<file path="src/hw/rtl/tilemap_autotile_classifier_assert.svh">
// Assertion macros for the tilemap autotile classifier.
// Used by the RTL modules; expects signals named clk and arst_n in scope.
`ifndef TILEMAP_AUTOTILE_CLASSIFIER_ASSERT_SVH
`define TILEMAP_AUTOTILE_CLASSIFIER_ASSERT_SVH

`ifndef ASSERT_OFF

// Property must hold at every clock edge outside reset.
`define TAC_ASSERT(name, prop, msg) \
	name: assert property (@(posedge clk) disable iff (!arst_n) prop) else $error(msg);

// Expression must never be true at a clock edge outside reset.
`define TAC_ASSERT_NEVER(name, expr, msg) \
	name: assert property (@(posedge clk) disable iff (!arst_n) !(expr)) else $error(msg);

`else

`define TAC_ASSERT(name, prop, msg)
`define TAC_ASSERT_NEVER(name, expr, msg)

`endif

`endif

</file>
<file path="src/hw/rtl/tac_pkg.sv">
// Shared types, codes and tables for the tilemap autotile classifier.
// No dependencies; imported by tilemap_autotile_classifier.
`default_nettype none

package tac_pkg;

	// Configuration register indexes.
	typedef logic [1:0] reg_idx_t;
	localparam reg_idx_t REG_MAP_WIDTH  = 2'd0;
	localparam reg_idx_t REG_MAP_HEIGHT = 2'd1;
	localparam reg_idx_t REG_SKY_LEVELS = 2'd2;

	// Register values after reset.
	localparam logic [5:0] RST_MAP_WIDTH  = 6'd32;
	localparam logic [7:0] RST_MAP_HEIGHT = 8'd16;
	localparam logic [4:0] RST_SKY_LEVELS = 5'd1;

	// Number of gradient levels the band table covers.
	localparam int MAX_SKY_LEVELS = 16;

	// Input cell kinds that count as solid.
	localparam logic [2:0] UNIT_GROUND   = 3'd3;
	localparam logic [2:0] UNIT_PLATFORM = 3'd4;

	// Output materials.
	localparam logic [1:0] MAT_SKY      = 2'd0;
	localparam logic [1:0] MAT_GROUND   = 2'd1;
	localparam logic [1:0] MAT_PLATFORM = 2'd2;

	// Autotile shapes.
	localparam logic [3:0] SHAPE_TOP_LEFT     = 4'd0;
	localparam logic [3:0] SHAPE_LEFT         = 4'd3;
	localparam logic [3:0] SHAPE_CENTER       = 4'd4;
	localparam logic [3:0] SHAPE_BOTTOM_LEFT  = 4'd6;
	localparam logic [3:0] SHAPE_CONCAVE_TL   = 4'd9;
	localparam logic [3:0] SHAPE_CONCAVE_TR   = 4'd10;
	localparam logic [3:0] SHAPE_CONCAVE_BL   = 4'd11;
	localparam logic [3:0] SHAPE_CONCAVE_BR   = 4'd12;

	// One line buffer word: the two previous rows at one column.
	typedef struct packed {
		logic [1:0] above;
		logic [1:0] middle;
	} word_t;

	// One window column: solid above, material in the middle, solid below.
	typedef struct packed {
		logic       up;
		logic [1:0] mid;
		logic       dn;
	} col_t;

	// Map a cell kind to its material; unknown kinds are sky.
	function automatic logic [1:0] unit_material(input logic [2:0] unit);
		logic [1:0] m;
		if (unit == UNIT_GROUND) begin
			m = MAT_GROUND;
		end else if (unit == UNIT_PLATFORM) begin
			m = MAT_PLATFORM;
		end else begin
			m = MAT_SKY;
		end
		return m;
	endfunction

	function automatic logic mat_solid(input logic [1:0] m);
		return m != MAT_SKY;
	endfunction

	// Rows in one gradient band: twice the Fibonacci number F(level + 1), with F(1) = F(2) = 1.
	function automatic logic [10:0] band_len(input logic [3:0] lvl);
		logic [10:0] n;
		unique case (lvl)
			4'd0:  n = 11'd2;
			4'd1:  n = 11'd2;
			4'd2:  n = 11'd4;
			4'd3:  n = 11'd6;
			4'd4:  n = 11'd10;
			4'd5:  n = 11'd16;
			4'd6:  n = 11'd26;
			4'd7:  n = 11'd42;
			4'd8:  n = 11'd68;
			4'd9:  n = 11'd110;
			4'd10: n = 11'd178;
			4'd11: n = 11'd288;
			4'd12: n = 11'd466;
			4'd13: n = 11'd754;
			4'd14: n = 11'd1220;
			4'd15: n = 11'd1974;
		endcase
		return n;
	endfunction

	// Shape of a solid cell from the solid bits of its 3x3 neighborhood.
	// Bit 0 is the left column, bit 1 the center, bit 2 the right.
	function automatic logic [3:0] shape_of(input logic up_ok, input logic [2:0] up,
			input logic [2:0] mid, input logic [2:0] dn, input logic first,
			input logic last);
		logic [3:0] base;
		logic [3:0] s;
		if (!(up_ok && up[1])) begin
			base = SHAPE_TOP_LEFT;
		end else if (!dn[1]) begin
			base = SHAPE_BOTTOM_LEFT;
		end else begin
			base = SHAPE_LEFT;
		end
		priority if (first) begin
			s = base;
		end else if (last) begin
			s = base + 4'd2;
		end else if (!mid[0]) begin
			s = base;
		end else if (!mid[2]) begin
			s = base + 4'd2;
		end else if (base != SHAPE_LEFT) begin
			s = base + 4'd1;
		end else if (!up[0]) begin
			s = SHAPE_CONCAVE_TL;
		end else if (!up[2]) begin
			s = SHAPE_CONCAVE_TR;
		end else if (!dn[0]) begin
			s = SHAPE_CONCAVE_BL;
		end else if (!dn[2]) begin
			s = SHAPE_CONCAVE_BR;
		end else begin
			s = SHAPE_CENTER;
		end
		return s;
	endfunction

endpackage

`default_nettype wire

</file>
<file path="src/hw/rtl/tilemap_autotile_classifier.sv">
// Top level of the tilemap autotile classifier: line buffer, 3x3 window and output register.
// Depends on tac_pkg and tilemap_autotile_classifier_assert.svh.
//
// Usage: map cells of a chunk enter in raster order on the cell channel
// (cell_valid/cell_ready, map_unit). Each word on the tile channel
// (tile_valid/tile_ready) is one classified cell, released one row and one
// column after it entered; a tile passes the stage-one and output registers
// once the cell that releases it is accepted. The cfg channel writes
// map_width, map_height and sky_levels; cfg_ready is always high and a new
// chunk picks up the values. Throughput is one cell per cycle while tile_ready
// is high, except that the last cell of each row stays longer in stage one,
// since it releases two tiles through the single output register. After the
// last cell of a chunk, cell_ready stays low through a chunk-width flush row,
// as the final row is read back from the line buffer and sent out; the last
// tile carries last_of_chunk. The line buffer is one single-port-read memory
// of MAX_WIDTH words, read and rewritten once per cell. Reset restores the
// register defaults and starts a new chunk; the buffer needs no clearing pass,
// as every entry is written in a chunk before it is used. When tile_ready is
// low the output word holds and cell_ready drops once the pipeline is full.
`default_nettype none

`include "tilemap_autotile_classifier_assert.svh"

module tilemap_autotile_classifier #(
	parameter int MAX_WIDTH = 32
) (
	input  logic              clk,
	input  logic              arst_n,
	input  logic              cfg_valid,
	output logic              cfg_ready,
	input  tac_pkg::reg_idx_t cfg_index,
	input  logic [7:0]        cfg_data,
	input  logic              cell_valid,
	output logic              cell_ready,
	input  logic [2:0]        map_unit,
	output logic              tile_valid,
	input  logic              tile_ready,
	output logic [1:0]        material,
	output logic [3:0]        tile_shape,
	output logic [3:0]        sky_level,
	output logic              last_of_chunk
);

	import tac_pkg::*;

	localparam int CW = (MAX_WIDTH > 1) ? $clog2(MAX_WIDTH) : 1;
	localparam logic [5:0] MAX_W = 6'(MAX_WIDTH);

	// Configuration registers.
	logic [5:0] map_width_q;
	logic [7:0] map_height_q;
	logic [4:0] sky_levels_q;

	// Chunk position and flush sequencing.
	logic          flush_q;
	logic [CW-1:0] col_q;
	logic [7:0]    row_q;
	logic [5:0]    chunk_w_q;
	logic [7:0]    chunk_h_q;
	logic          ph_up_ok_q;

	// Stage one: cell waiting on its line buffer word.
	logic          valid_s1;
	logic [1:0]    mat_s1;
	logic [CW-1:0] col_s1;
	logic          up_ok_s1;
	logic          e0_s1;
	logic          e1_s1;
	logic          eoc_s1;
	logic          reload_s1;
	logic          adv_s1;
	logic          fwd_hit_s1;
	word_t         fwd_s1;
	word_t         rd_s1;
	logic          e0_done_q;

	// Window columns to the left of the incoming one.
	col_t wl_q;
	col_t wm_q;

	// Sky gradient.
	logic [3:0]  lvl_q;
	logic [10:0] cnt_q;

	// Output register.
	logic       tile_valid_q;
	logic [1:0] material_q;
	logic [3:0] tile_shape_q;
	logic [3:0] sky_level_q;
	logic       last_q;

	// Line buffer.
	word_t line_mem [MAX_WIDTH];

	logic          first_cell;
	logic [5:0]    clamp_w;
	logic [7:0]    clamp_h;
	logic [5:0]    eff_w;
	logic [7:0]    eff_h;
	logic [6:0]    col_p1;
	logic [8:0]    row_p1;
	logic          last_col;
	logic          last_row;
	logic          issue_ok;
	logic          cell_acc;
	logic          ph_issue;
	logic          issue;
	logic          sel_e0;
	logic          pend_any;
	logic          is_final;
	logic          out_load;
	logic          retire;
	word_t         rd_word;
	word_t         wr_word;
	col_t          col_now;
	logic [2:0]    e0_up, e0_mid, e0_dn;
	logic [2:0]    e1_up, e1_mid, e1_dn;
	logic [3:0]    shape_e0;
	logic [3:0]    shape_e1;
	logic [1:0]    res_mat;
	logic [3:0]    res_shape;
	logic [3:0]    top_lvl;

	// Configuration writes; unknown indexes are ignored.
	assign cfg_ready = 1'b1;

	always_ff @(posedge clk or negedge arst_n) begin
		if (!arst_n) begin
			map_width_q  <= RST_MAP_WIDTH;
			map_height_q <= RST_MAP_HEIGHT;
			sky_levels_q <= RST_SKY_LEVELS;
		end else if (cfg_valid && cfg_ready) begin
			unique case (cfg_index)
				REG_MAP_WIDTH:  map_width_q  <= cfg_data[5:0];
				REG_MAP_HEIGHT: map_height_q <= cfg_data;
				REG_SKY_LEVELS: sky_levels_q <= cfg_data[4:0];
				default: ;
			endcase
		end
	end

	// Chunk geometry: latched at the first cell, clamped to the legal range.
	assign first_cell = !flush_q && (col_q == '0) && (row_q == '0);
	assign clamp_w = (map_width_q == '0) ? 6'd1 :
			((map_width_q > MAX_W) ? MAX_W : map_width_q);
	assign clamp_h = (map_height_q == '0) ? 8'd1 : map_height_q;
	assign eff_w = first_cell ? clamp_w : chunk_w_q;
	assign eff_h = first_cell ? clamp_h : chunk_h_q;
	assign col_p1 = 7'(col_q) + 7'd1;
	assign row_p1 = 9'(row_q) + 9'd1;
	assign last_col = col_p1 >= {1'b0, eff_w};
	assign last_row = row_p1 >= {1'b0, eff_h};

	// Issue: a real cell, or a sky cell of the flush row after the chunk.
	assign issue_ok = !valid_s1 || retire;
	assign cell_ready = issue_ok && !flush_q;
	assign cell_acc = cell_valid && cell_ready;
	assign ph_issue = flush_q && issue_ok;
	assign issue = cell_acc || ph_issue;

	always_ff @(posedge clk or negedge arst_n) begin
		if (!arst_n) begin
			flush_q    <= 1'b0;
			col_q      <= '0;
			row_q      <= '0;
			chunk_w_q  <= 6'd1;
			chunk_h_q  <= 8'd1;
			ph_up_ok_q <= 1'b0;
		end else if (cell_acc) begin
			if (first_cell) begin
				chunk_w_q <= eff_w;
				chunk_h_q <= eff_h;
			end
			if (last_col && last_row) begin
				col_q      <= '0;
				row_q      <= '0;
				flush_q    <= 1'b1;
				ph_up_ok_q <= row_q != '0;
			end else if (last_col) begin
				col_q <= '0;
				row_q <= row_p1[7:0];
			end else begin
				col_q <= col_p1[CW-1:0];
			end
		end else if (ph_issue) begin
			if (last_col) begin
				col_q   <= '0;
				flush_q <= 1'b0;
			end else begin
				col_q <= col_p1[CW-1:0];
			end
		end
	end

	// Line buffer: read at issue, written back when the cell leaves stage one.
	always_ff @(posedge clk) begin
		if (issue) begin
			rd_s1 <= line_mem[col_q];
		end
		if (retire) begin
			line_mem[col_s1] <= wr_word;
		end
	end

	// Stage one payload, including the bypass for a write at the read edge.
	always_ff @(posedge clk) begin
		if (issue) begin
			mat_s1     <= flush_q ? MAT_SKY : unit_material(map_unit);
			col_s1     <= col_q;
			up_ok_s1   <= flush_q ? ph_up_ok_q : (row_q >= 8'd2);
			e0_s1      <= (col_q != '0) && (flush_q || (row_q != '0));
			e1_s1      <= last_col && (flush_q || (row_q != '0));
			eoc_s1     <= flush_q && last_col;
			reload_s1  <= first_cell;
			adv_s1     <= !flush_q && last_col && (row_q != '0);
			fwd_hit_s1 <= retire && (col_s1 == col_q);
			fwd_s1     <= wr_word;
		end
	end

	always_ff @(posedge clk or negedge arst_n) begin
		if (!arst_n) begin
			valid_s1  <= 1'b0;
			e0_done_q <= 1'b0;
		end else begin
			if (issue) begin
				valid_s1 <= 1'b1;
			end else if (retire) begin
				valid_s1 <= 1'b0;
			end
			if (retire) begin
				e0_done_q <= 1'b0;
			end else if (out_load && sel_e0) begin
				e0_done_q <= 1'b1;
			end
		end
	end

	// New window column from the buffer word and the incoming cell.
	assign rd_word = fwd_hit_s1 ? fwd_s1 : rd_s1;
	assign col_now = '{up: mat_solid(rd_word.above), mid: rd_word.middle,
			dn: mat_solid(mat_s1)};
	assign wr_word = '{above: rd_word.middle, middle: mat_s1};

	// Neighborhood of the cell one column back, and of the row's last cell.
	assign e0_up  = {col_now.up, wm_q.up, wl_q.up};
	assign e0_mid = {mat_solid(col_now.mid), mat_solid(wm_q.mid), mat_solid(wl_q.mid)};
	assign e0_dn  = {col_now.dn, wm_q.dn, wl_q.dn};
	assign e1_up  = {col_now.up, col_now.up, wm_q.up};
	assign e1_mid = {mat_solid(col_now.mid), mat_solid(col_now.mid), mat_solid(wm_q.mid)};
	assign e1_dn  = {col_now.dn, col_now.dn, wm_q.dn};
	assign shape_e0 = shape_of(up_ok_s1, e0_up, e0_mid, e0_dn, col_s1 == CW'(1), 1'b0);
	assign shape_e1 = shape_of(up_ok_s1, e1_up, e1_mid, e1_dn, col_s1 == '0, 1'b1);

	// Result sequencing: the back-column tile first, then the row-end tile.
	assign sel_e0 = e0_s1 && !e0_done_q;
	assign pend_any = valid_s1 && (sel_e0 || e1_s1);
	assign is_final = !(sel_e0 && e1_s1);
	assign out_load = pend_any && (!tile_valid_q || tile_ready);
	assign retire = valid_s1 && (!(sel_e0 || e1_s1) || (out_load && is_final));
	assign res_mat = sel_e0 ? wm_q.mid : col_now.mid;
	assign res_shape = sel_e0 ? shape_e0 : shape_e1;

	// Window shift as the cell leaves stage one.
	always_ff @(posedge clk) begin
		if (retire) begin
			wl_q <= wm_q;
			wm_q <= col_now;
		end
	end

	// Sky gradient: reload at a chunk's first cell, count down at row ends.
	assign top_lvl = (sky_levels_q == '0) ? 4'd0 :
			((sky_levels_q > 5'(MAX_SKY_LEVELS)) ? 4'(MAX_SKY_LEVELS - 1) :
			4'(sky_levels_q - 5'd1));

	always_ff @(posedge clk or negedge arst_n) begin
		if (!arst_n) begin
			lvl_q <= 4'd0;
			cnt_q <= band_len(4'd0);
		end else if (retire) begin
			if (reload_s1) begin
				lvl_q <= top_lvl;
				cnt_q <= band_len(top_lvl);
			end else if (adv_s1 && (lvl_q != 4'd0)) begin
				if (cnt_q <= 11'd1) begin
					lvl_q <= lvl_q - 4'd1;
					cnt_q <= band_len(lvl_q - 4'd1);
				end else begin
					cnt_q <= cnt_q - 11'd1;
				end
			end
		end
	end

	// Output register.
	always_ff @(posedge clk or negedge arst_n) begin
		if (!arst_n) begin
			tile_valid_q <= 1'b0;
		end else if (out_load) begin
			tile_valid_q <= 1'b1;
		end else if (tile_ready) begin
			tile_valid_q <= 1'b0;
		end
	end

	always_ff @(posedge clk) begin
		if (out_load) begin
			material_q   <= res_mat;
			tile_shape_q <= mat_solid(res_mat) ? res_shape : SHAPE_TOP_LEFT;
			sky_level_q  <= mat_solid(res_mat) ? 4'd0 : lvl_q;
			last_q       <= !sel_e0 && eoc_s1;
		end
	end

	assign tile_valid    = tile_valid_q;
	assign material      = material_q;
	assign tile_shape    = tile_shape_q;
	assign sky_level     = sky_level_q;
	assign last_of_chunk = last_q;

	// A cell with tiles left may only leave stage one while sending its last tile.
	`TAC_ASSERT(a_retire_sends, (retire && pend_any) |-> out_load, "cell retired with tile unsent")
	// The first tile is marked sent only while the row-end tile still waits.
	`TAC_ASSERT(a_e0_pair, e0_done_q |-> (valid_s1 && e0_s1 && e1_s1), "stale first-tile mark")
	// The flush row always starts the next chunk from row zero.
	`TAC_ASSERT(a_flush_row, flush_q |-> (row_q == '0), "row count not cleared during flush")
	// Sky tiles carry no shape.
	`TAC_ASSERT_NEVER(a_sky_shape, tile_valid_q && (material_q == MAT_SKY) && (tile_shape_q != SHAPE_TOP_LEFT), "sky tile with shape")

endmodule

`default_nettype wire
</file>
<file path="config.mk">
export PLATFORM = sky130hd
export DESIGN_NAME = tilemap_autotile_classifier
export DESIGN_NICKNAME = d
export VERILOG_FILES = /design/src/hw/rtl/tac_pkg.sv /design/src/hw/rtl/tilemap_autotile_classifier.sv
export VERILOG_INCLUDE_DIRS = /design/src /design/src/hw/rtl
export SDC_FILE = /design/constraint.sdc
export NUM_CORES = 1
export LEC_CHECK = 0
export BUFFER_PORTS_ARGS = -buffer_cell sky130_fd_sc_hd__buf_2
export CAP_MARGIN = 30
export CORE_ASPECT_RATIO = 0.8
export CORE_UTILIZATION = 55
export CTS_BUF_LIST = sky130_fd_sc_hd__clkbuf_4 sky130_fd_sc_hd__clkbuf_8
export CTS_CLUSTER_SIZE = 10
export DETAILED_ROUTE_END_ITERATION = 6
export GPL_ROUTABILITY_DRIVEN = 0
export PLACE_DENSITY = 0.74
export SETUP_SLACK_MARGIN = 0.4
export SYNTH_ARGS = -nofsm -noshare
export SYNTH_HDL_FRONTEND = slang
export SYNTH_SLANG_ARGS = --single-unit
</file>
<file path="constraint.sdc">
create_clock -name clk -period 3.9 [get_ports clk]
set_input_delay 0.195 -clock clk [delete_from_list [all_inputs] [get_ports clk]]
set_output_delay 0.195 -clock clk [all_outputs]
set_load 0.02 [all_outputs]
</file>
==> summary.txt <==
# diodes: 0
worst slew pin tran: 946.4 ps
Hold Path Stages: 2
Hold Crit Start: map_unit[1]
CTS tree: done
critical path class: reg -> reg
status: completed
Max Clk Rate: 299.7 MHz
Die H: 131.0 µm
antenna violations before repair: 0
area grow syn2layout: 12.31%
Slew HR: 0.3684
1st-iter DRT viols: 674
die area: 21400 µm²
sequential area share after synthesis: 0.5883
Via density: 5.887
CP startpoint: row_q[4]
Routed wire per std cell: 18.62 µm
Num CTS Buffers: 37
Yosys cell types: 82
FP Rows: 46
initial core utilization: 0.5699
clock root cell: clkbuf_8
FF+latch count, synth: 235
number of remaining DRC errors: 0
synth warn: 0
r2r worst-path depth: 12
TritonRoute pass-1 iters: 5
fin cells: 1209
CP required: 4310 ps
# port buffers: 30
worst r2r src: row_q[4]
ratio of cells with drive above 1 in the final layout: 0.2360
vias in the first global route: 6874
cell taking the most area after synthesis: edfxtp_1
Max-cap violations: 0
crit-path max FO: 14
syn_nets: 903
slowest CP cell: or4_4
P_leak: 4.830 nW
clk slew on worst S/H paths: 60 ps
Critical Path Most Common Cell: buf_4
WP buf/inv: 2
WP depth: 12
post-synthesis cell count: 846
gr usage total: 0.2220
Post-DP Area: 11900 µm²
crit-path max cell delay: 560 ps
Crit. End Element: flop
total congestion overflow: 0
CTS HTree Levels: 2
Post-Route Skew: 28.81 ps
DIE WIDTH: 163.3 µm
Final HPWL DP: 14.78 mm
Slew Viols, Final: 0
CTS Sinks: 235
Post-synth EDFFs: 169
final layout net count: 974
setup TNS: 0 ps
final worst-path cycle share: 0.8555
total power: 0.01014 W
Longest Clk Path Bufs: 3
mapped cell area: 11450 µm²
crit start category: flop
clock period minus worst slack: 3336 ps
top post-synthesis cells by area: edfxtp_1, dfrtp_1, mux4_2, ha_1, mux2_2
Final ANT Viol Nets: 0
Top Ports: 32
Final Hold Viols: 0
Worst VDD drop: 0.4231 mV
largest net degree at the start of global routing: 40
power per cell area: 788.6 nW/µm²
syn_area_per_cell: 13.53 µm²
crit path DAT: 3750 ps
Finished Cell Area: 12860 µm²
placed insts: 1119
Yosys top cell area share: 0.4433
core box area: 20090 µm²
clock insertion delay at the later pin of the skew report: 530 ps
RSZ-0062 raised after global routing: false
Hold Path Class: in -> reg
ys flop type: edfxtp_1
setup violators final: 0
Async S/R FF share, synth: 0.2809
CP Cell Sequence: or4_4 -> nor3_4 -> nand3_4 -> buf_4 -> mux2i_1 -> ha_1 -> o211ai_1 -> o21ai_0 -> a41oi_2 -> buf_4 -> nor2_1 -> mux2_2
first-pass GRT wire length: 36.48 mm
Routed WL: 22.51 mm
cell family contributing the most delay on the critical path: simple AND/OR/NAND/NOR gates
via count: 7117
[per-layer routing]
layer  routed length [µm]  part of all wire  vias up  GRT usage
met5                    0                 0        -          0
met4                  374             0.017        0    0.06652
met3                 1536             0.068       34    0.03883
met2                 9636              0.43      249     0.3205
met1                10960              0.49     3485     0.3435
li1                     -                 -     3349          -
[worst register-to-register path, cell delays in order (launching register included)]
cell and delay [ps]:
dfrtp_1 420, or4_4 560, nor3_4 230, nand3_4 230
buf_4 220, mux2i_1 120, ha_1 300, o211ai_1 90
o21ai_0 240, a41oi_2 130, buf_4 190, nor2_1 170
mux2_2 350
[stage by stage]
step | setup slack, ps | util | hold slack (ps)
2_1_floorplan | 400.5 | - | -100.6
3_3_place_gp | 492.8 | 0.5923 | 335.1
3_5_place_dp | 412.8 | 0.5923 | 328.8
4_1_cts | 402.3 | 0.6366 | 26.79
5_1_grt | 383.9 | 0.6400 | 31.95
6_report | 563.6 | 0.6400 | 47.64
[cell usage in the layout (no fill, tap or decap), types with 6 or more instances in the layout]
| cell type | synthesis | layout |
|---|---|---|
| edfxtp_1 | 169 | 169 |
| nor2_1 | 82 | 82 |
| dfrtp_1 | 60 | 58 |
| nand2_1 | 52 | 52 |
| clkbuf_8 | 0 | 41 |
| mux4_2 | 40 | 40 |
| ha_1 | 39 | 39 |
| o21ai_0 | 32 | 32 |
| mux2_2 | 32 | 32 |
| buf_2 | 7 | 30 |
| inv_1 | 29 | 29 |
| a21oi_1 | 27 | 27 |
| buf_4 | 1 | 27 |
| nor3_1 | 17 | 17 |
| mux2i_1 | 16 | 16 |
| nand3_1 | 15 | 15 |
| xnor2_1 | 15 | 15 |
| dlygate4sd3_1 | 0 | 14 |
| nor2b_1 | 13 | 13 |
| xor2_1 | 13 | 13 |
| clkbuf_4 | 0 | 13 |
| nand2b_1 | 12 | 12 |
| nand3b_1 | 12 | 12 |
| a211oi_1 | 8 | 8 |
| or3_1 | 8 | 8 |
| mux2_4 | 8 | 8 |
| nor4_1 | 7 | 7 |
| clkinv_1 | 1 | 7 |
| and2_1 | 6 | 6 |
| dfstp_2 | 6 | 6 |
[synthesized netlist by cell type, types with 3 or more instances]
| cell | count |
|---|---|
| and3_1 | 3 |
| xor2_1 | 13 |
| a31oi_1 | 4 |
| o21ai_0 | 32 |
| o211ai_1 | 5 |
| o311ai_0 | 3 |
| dfrtp_1 | 60 |
| nor4_1 | 7 |
| a21oi_1 | 27 |
| nand2b_1 | 12 |
| nand3_1 | 15 |
| xnor2_1 | 15 |
| nand3b_1 | 12 |
| nor3_1 | 17 |
| nor2b_1 | 13 |
| or3_1 | 8 |
| mux2_4 | 8 |
| a21o_1 | 3 |
| nand2_1 | 52 |
| inv_1 | 29 |
| a211oi_1 | 8 |
| and2_1 | 6 |
| o31ai_1 | 3 |
| mux4_2 | 40 |
| or4_1 | 3 |
| o21a_1 | 3 |
| edfxtp_1 | 169 |
| dfstp_2 | 6 |
| mux2_2 | 32 |
| buf_2 | 7 |
| clkbuf_1 | 26 |
| nor2_1 | 82 |
| ha_1 | 39 |
| mux2i_1 | 16 |
| nand4_1 | 3 |
| nor3b_1 | 3 |
| nor4b_1 | 4 |
| buf_1 | 3 |
[path summary, 6_finish.rpt]
| path | end | slack (ps) |
|---|---|---|
| hold reg to reg | e0_up[0] | 480 |
| min in group asynchronous | cnt_q[5] | 290 |
| hold / removal | mat_s1[0] | 50 |
| setup / recovery | ph_up_ok_q | 560 |
| max in group asynchronous | map_width_q[5] | 2630 |
| setup reg to reg | ph_up_ok_q | 560 |
[where the power goes]
part	leakage [nW]	internal (W)	switching, W
registers	2.36	0.00356	0.000471
logic	2.07	0.00172	0.00227
clock network	0.394	0.00116	0.000947
total	4.83	0.00645	0.00369
[cell families (layout without fill, tap and decap cells)]
kind of cell / Yosys count / count (layout) / synth area share
AOI/OAI and AO/OA: 120 / 120 / 0.06897
xor gates and xnor gates: 28 / 28 / 0.02142
adders and majority gates: 41 / 41 / 0.04449
buffers and inverters: 69 / 168 / 0.02536
DFF: 235 / 235 / 0.5883
muxes: 96 / 96 / 0.1347
other: 1 / 1 / 0.0003276
and+or+nand+nor: 256 / 256 / 0.1165
[registers in the layout, indices dropped and copies added, names as in the netlist, 4 cells and up]
register / cells
row_q: 8
sky_levels_q: 5
sky_level: 4
map_width_q: 6
tile_shape: 4
cnt_q: 11
col_s1: 5
rd_s1: 4
col_q: 5
map_height_q: 8
chunk_w_q: 6
lvl_q: 4
chunk_h_q: 8
line_mem: 128
fwd_s1: 4
[timing repair]
item | CTS | global route
hold buffers | 14 | 0
gates resized for setup | 0 | 1
endpoints found under the hold margin | 54 | 0
endpoints found under the setup margin | 0 | 8
setup buffers | 0 | 9
[area by class of cell]
class                   instances  area [µm²]
well taps                     264       330.3
fillers                      1418        7231
clock inverters                13       87.58
clock buffers                  54       661.9
flip-flops and latches        235        6736
inverters                      30       112.6
repair buffers                 71       493.0
multi-input cells             542        4434
No activity file was read; power rests on OpenSTA's default activity.
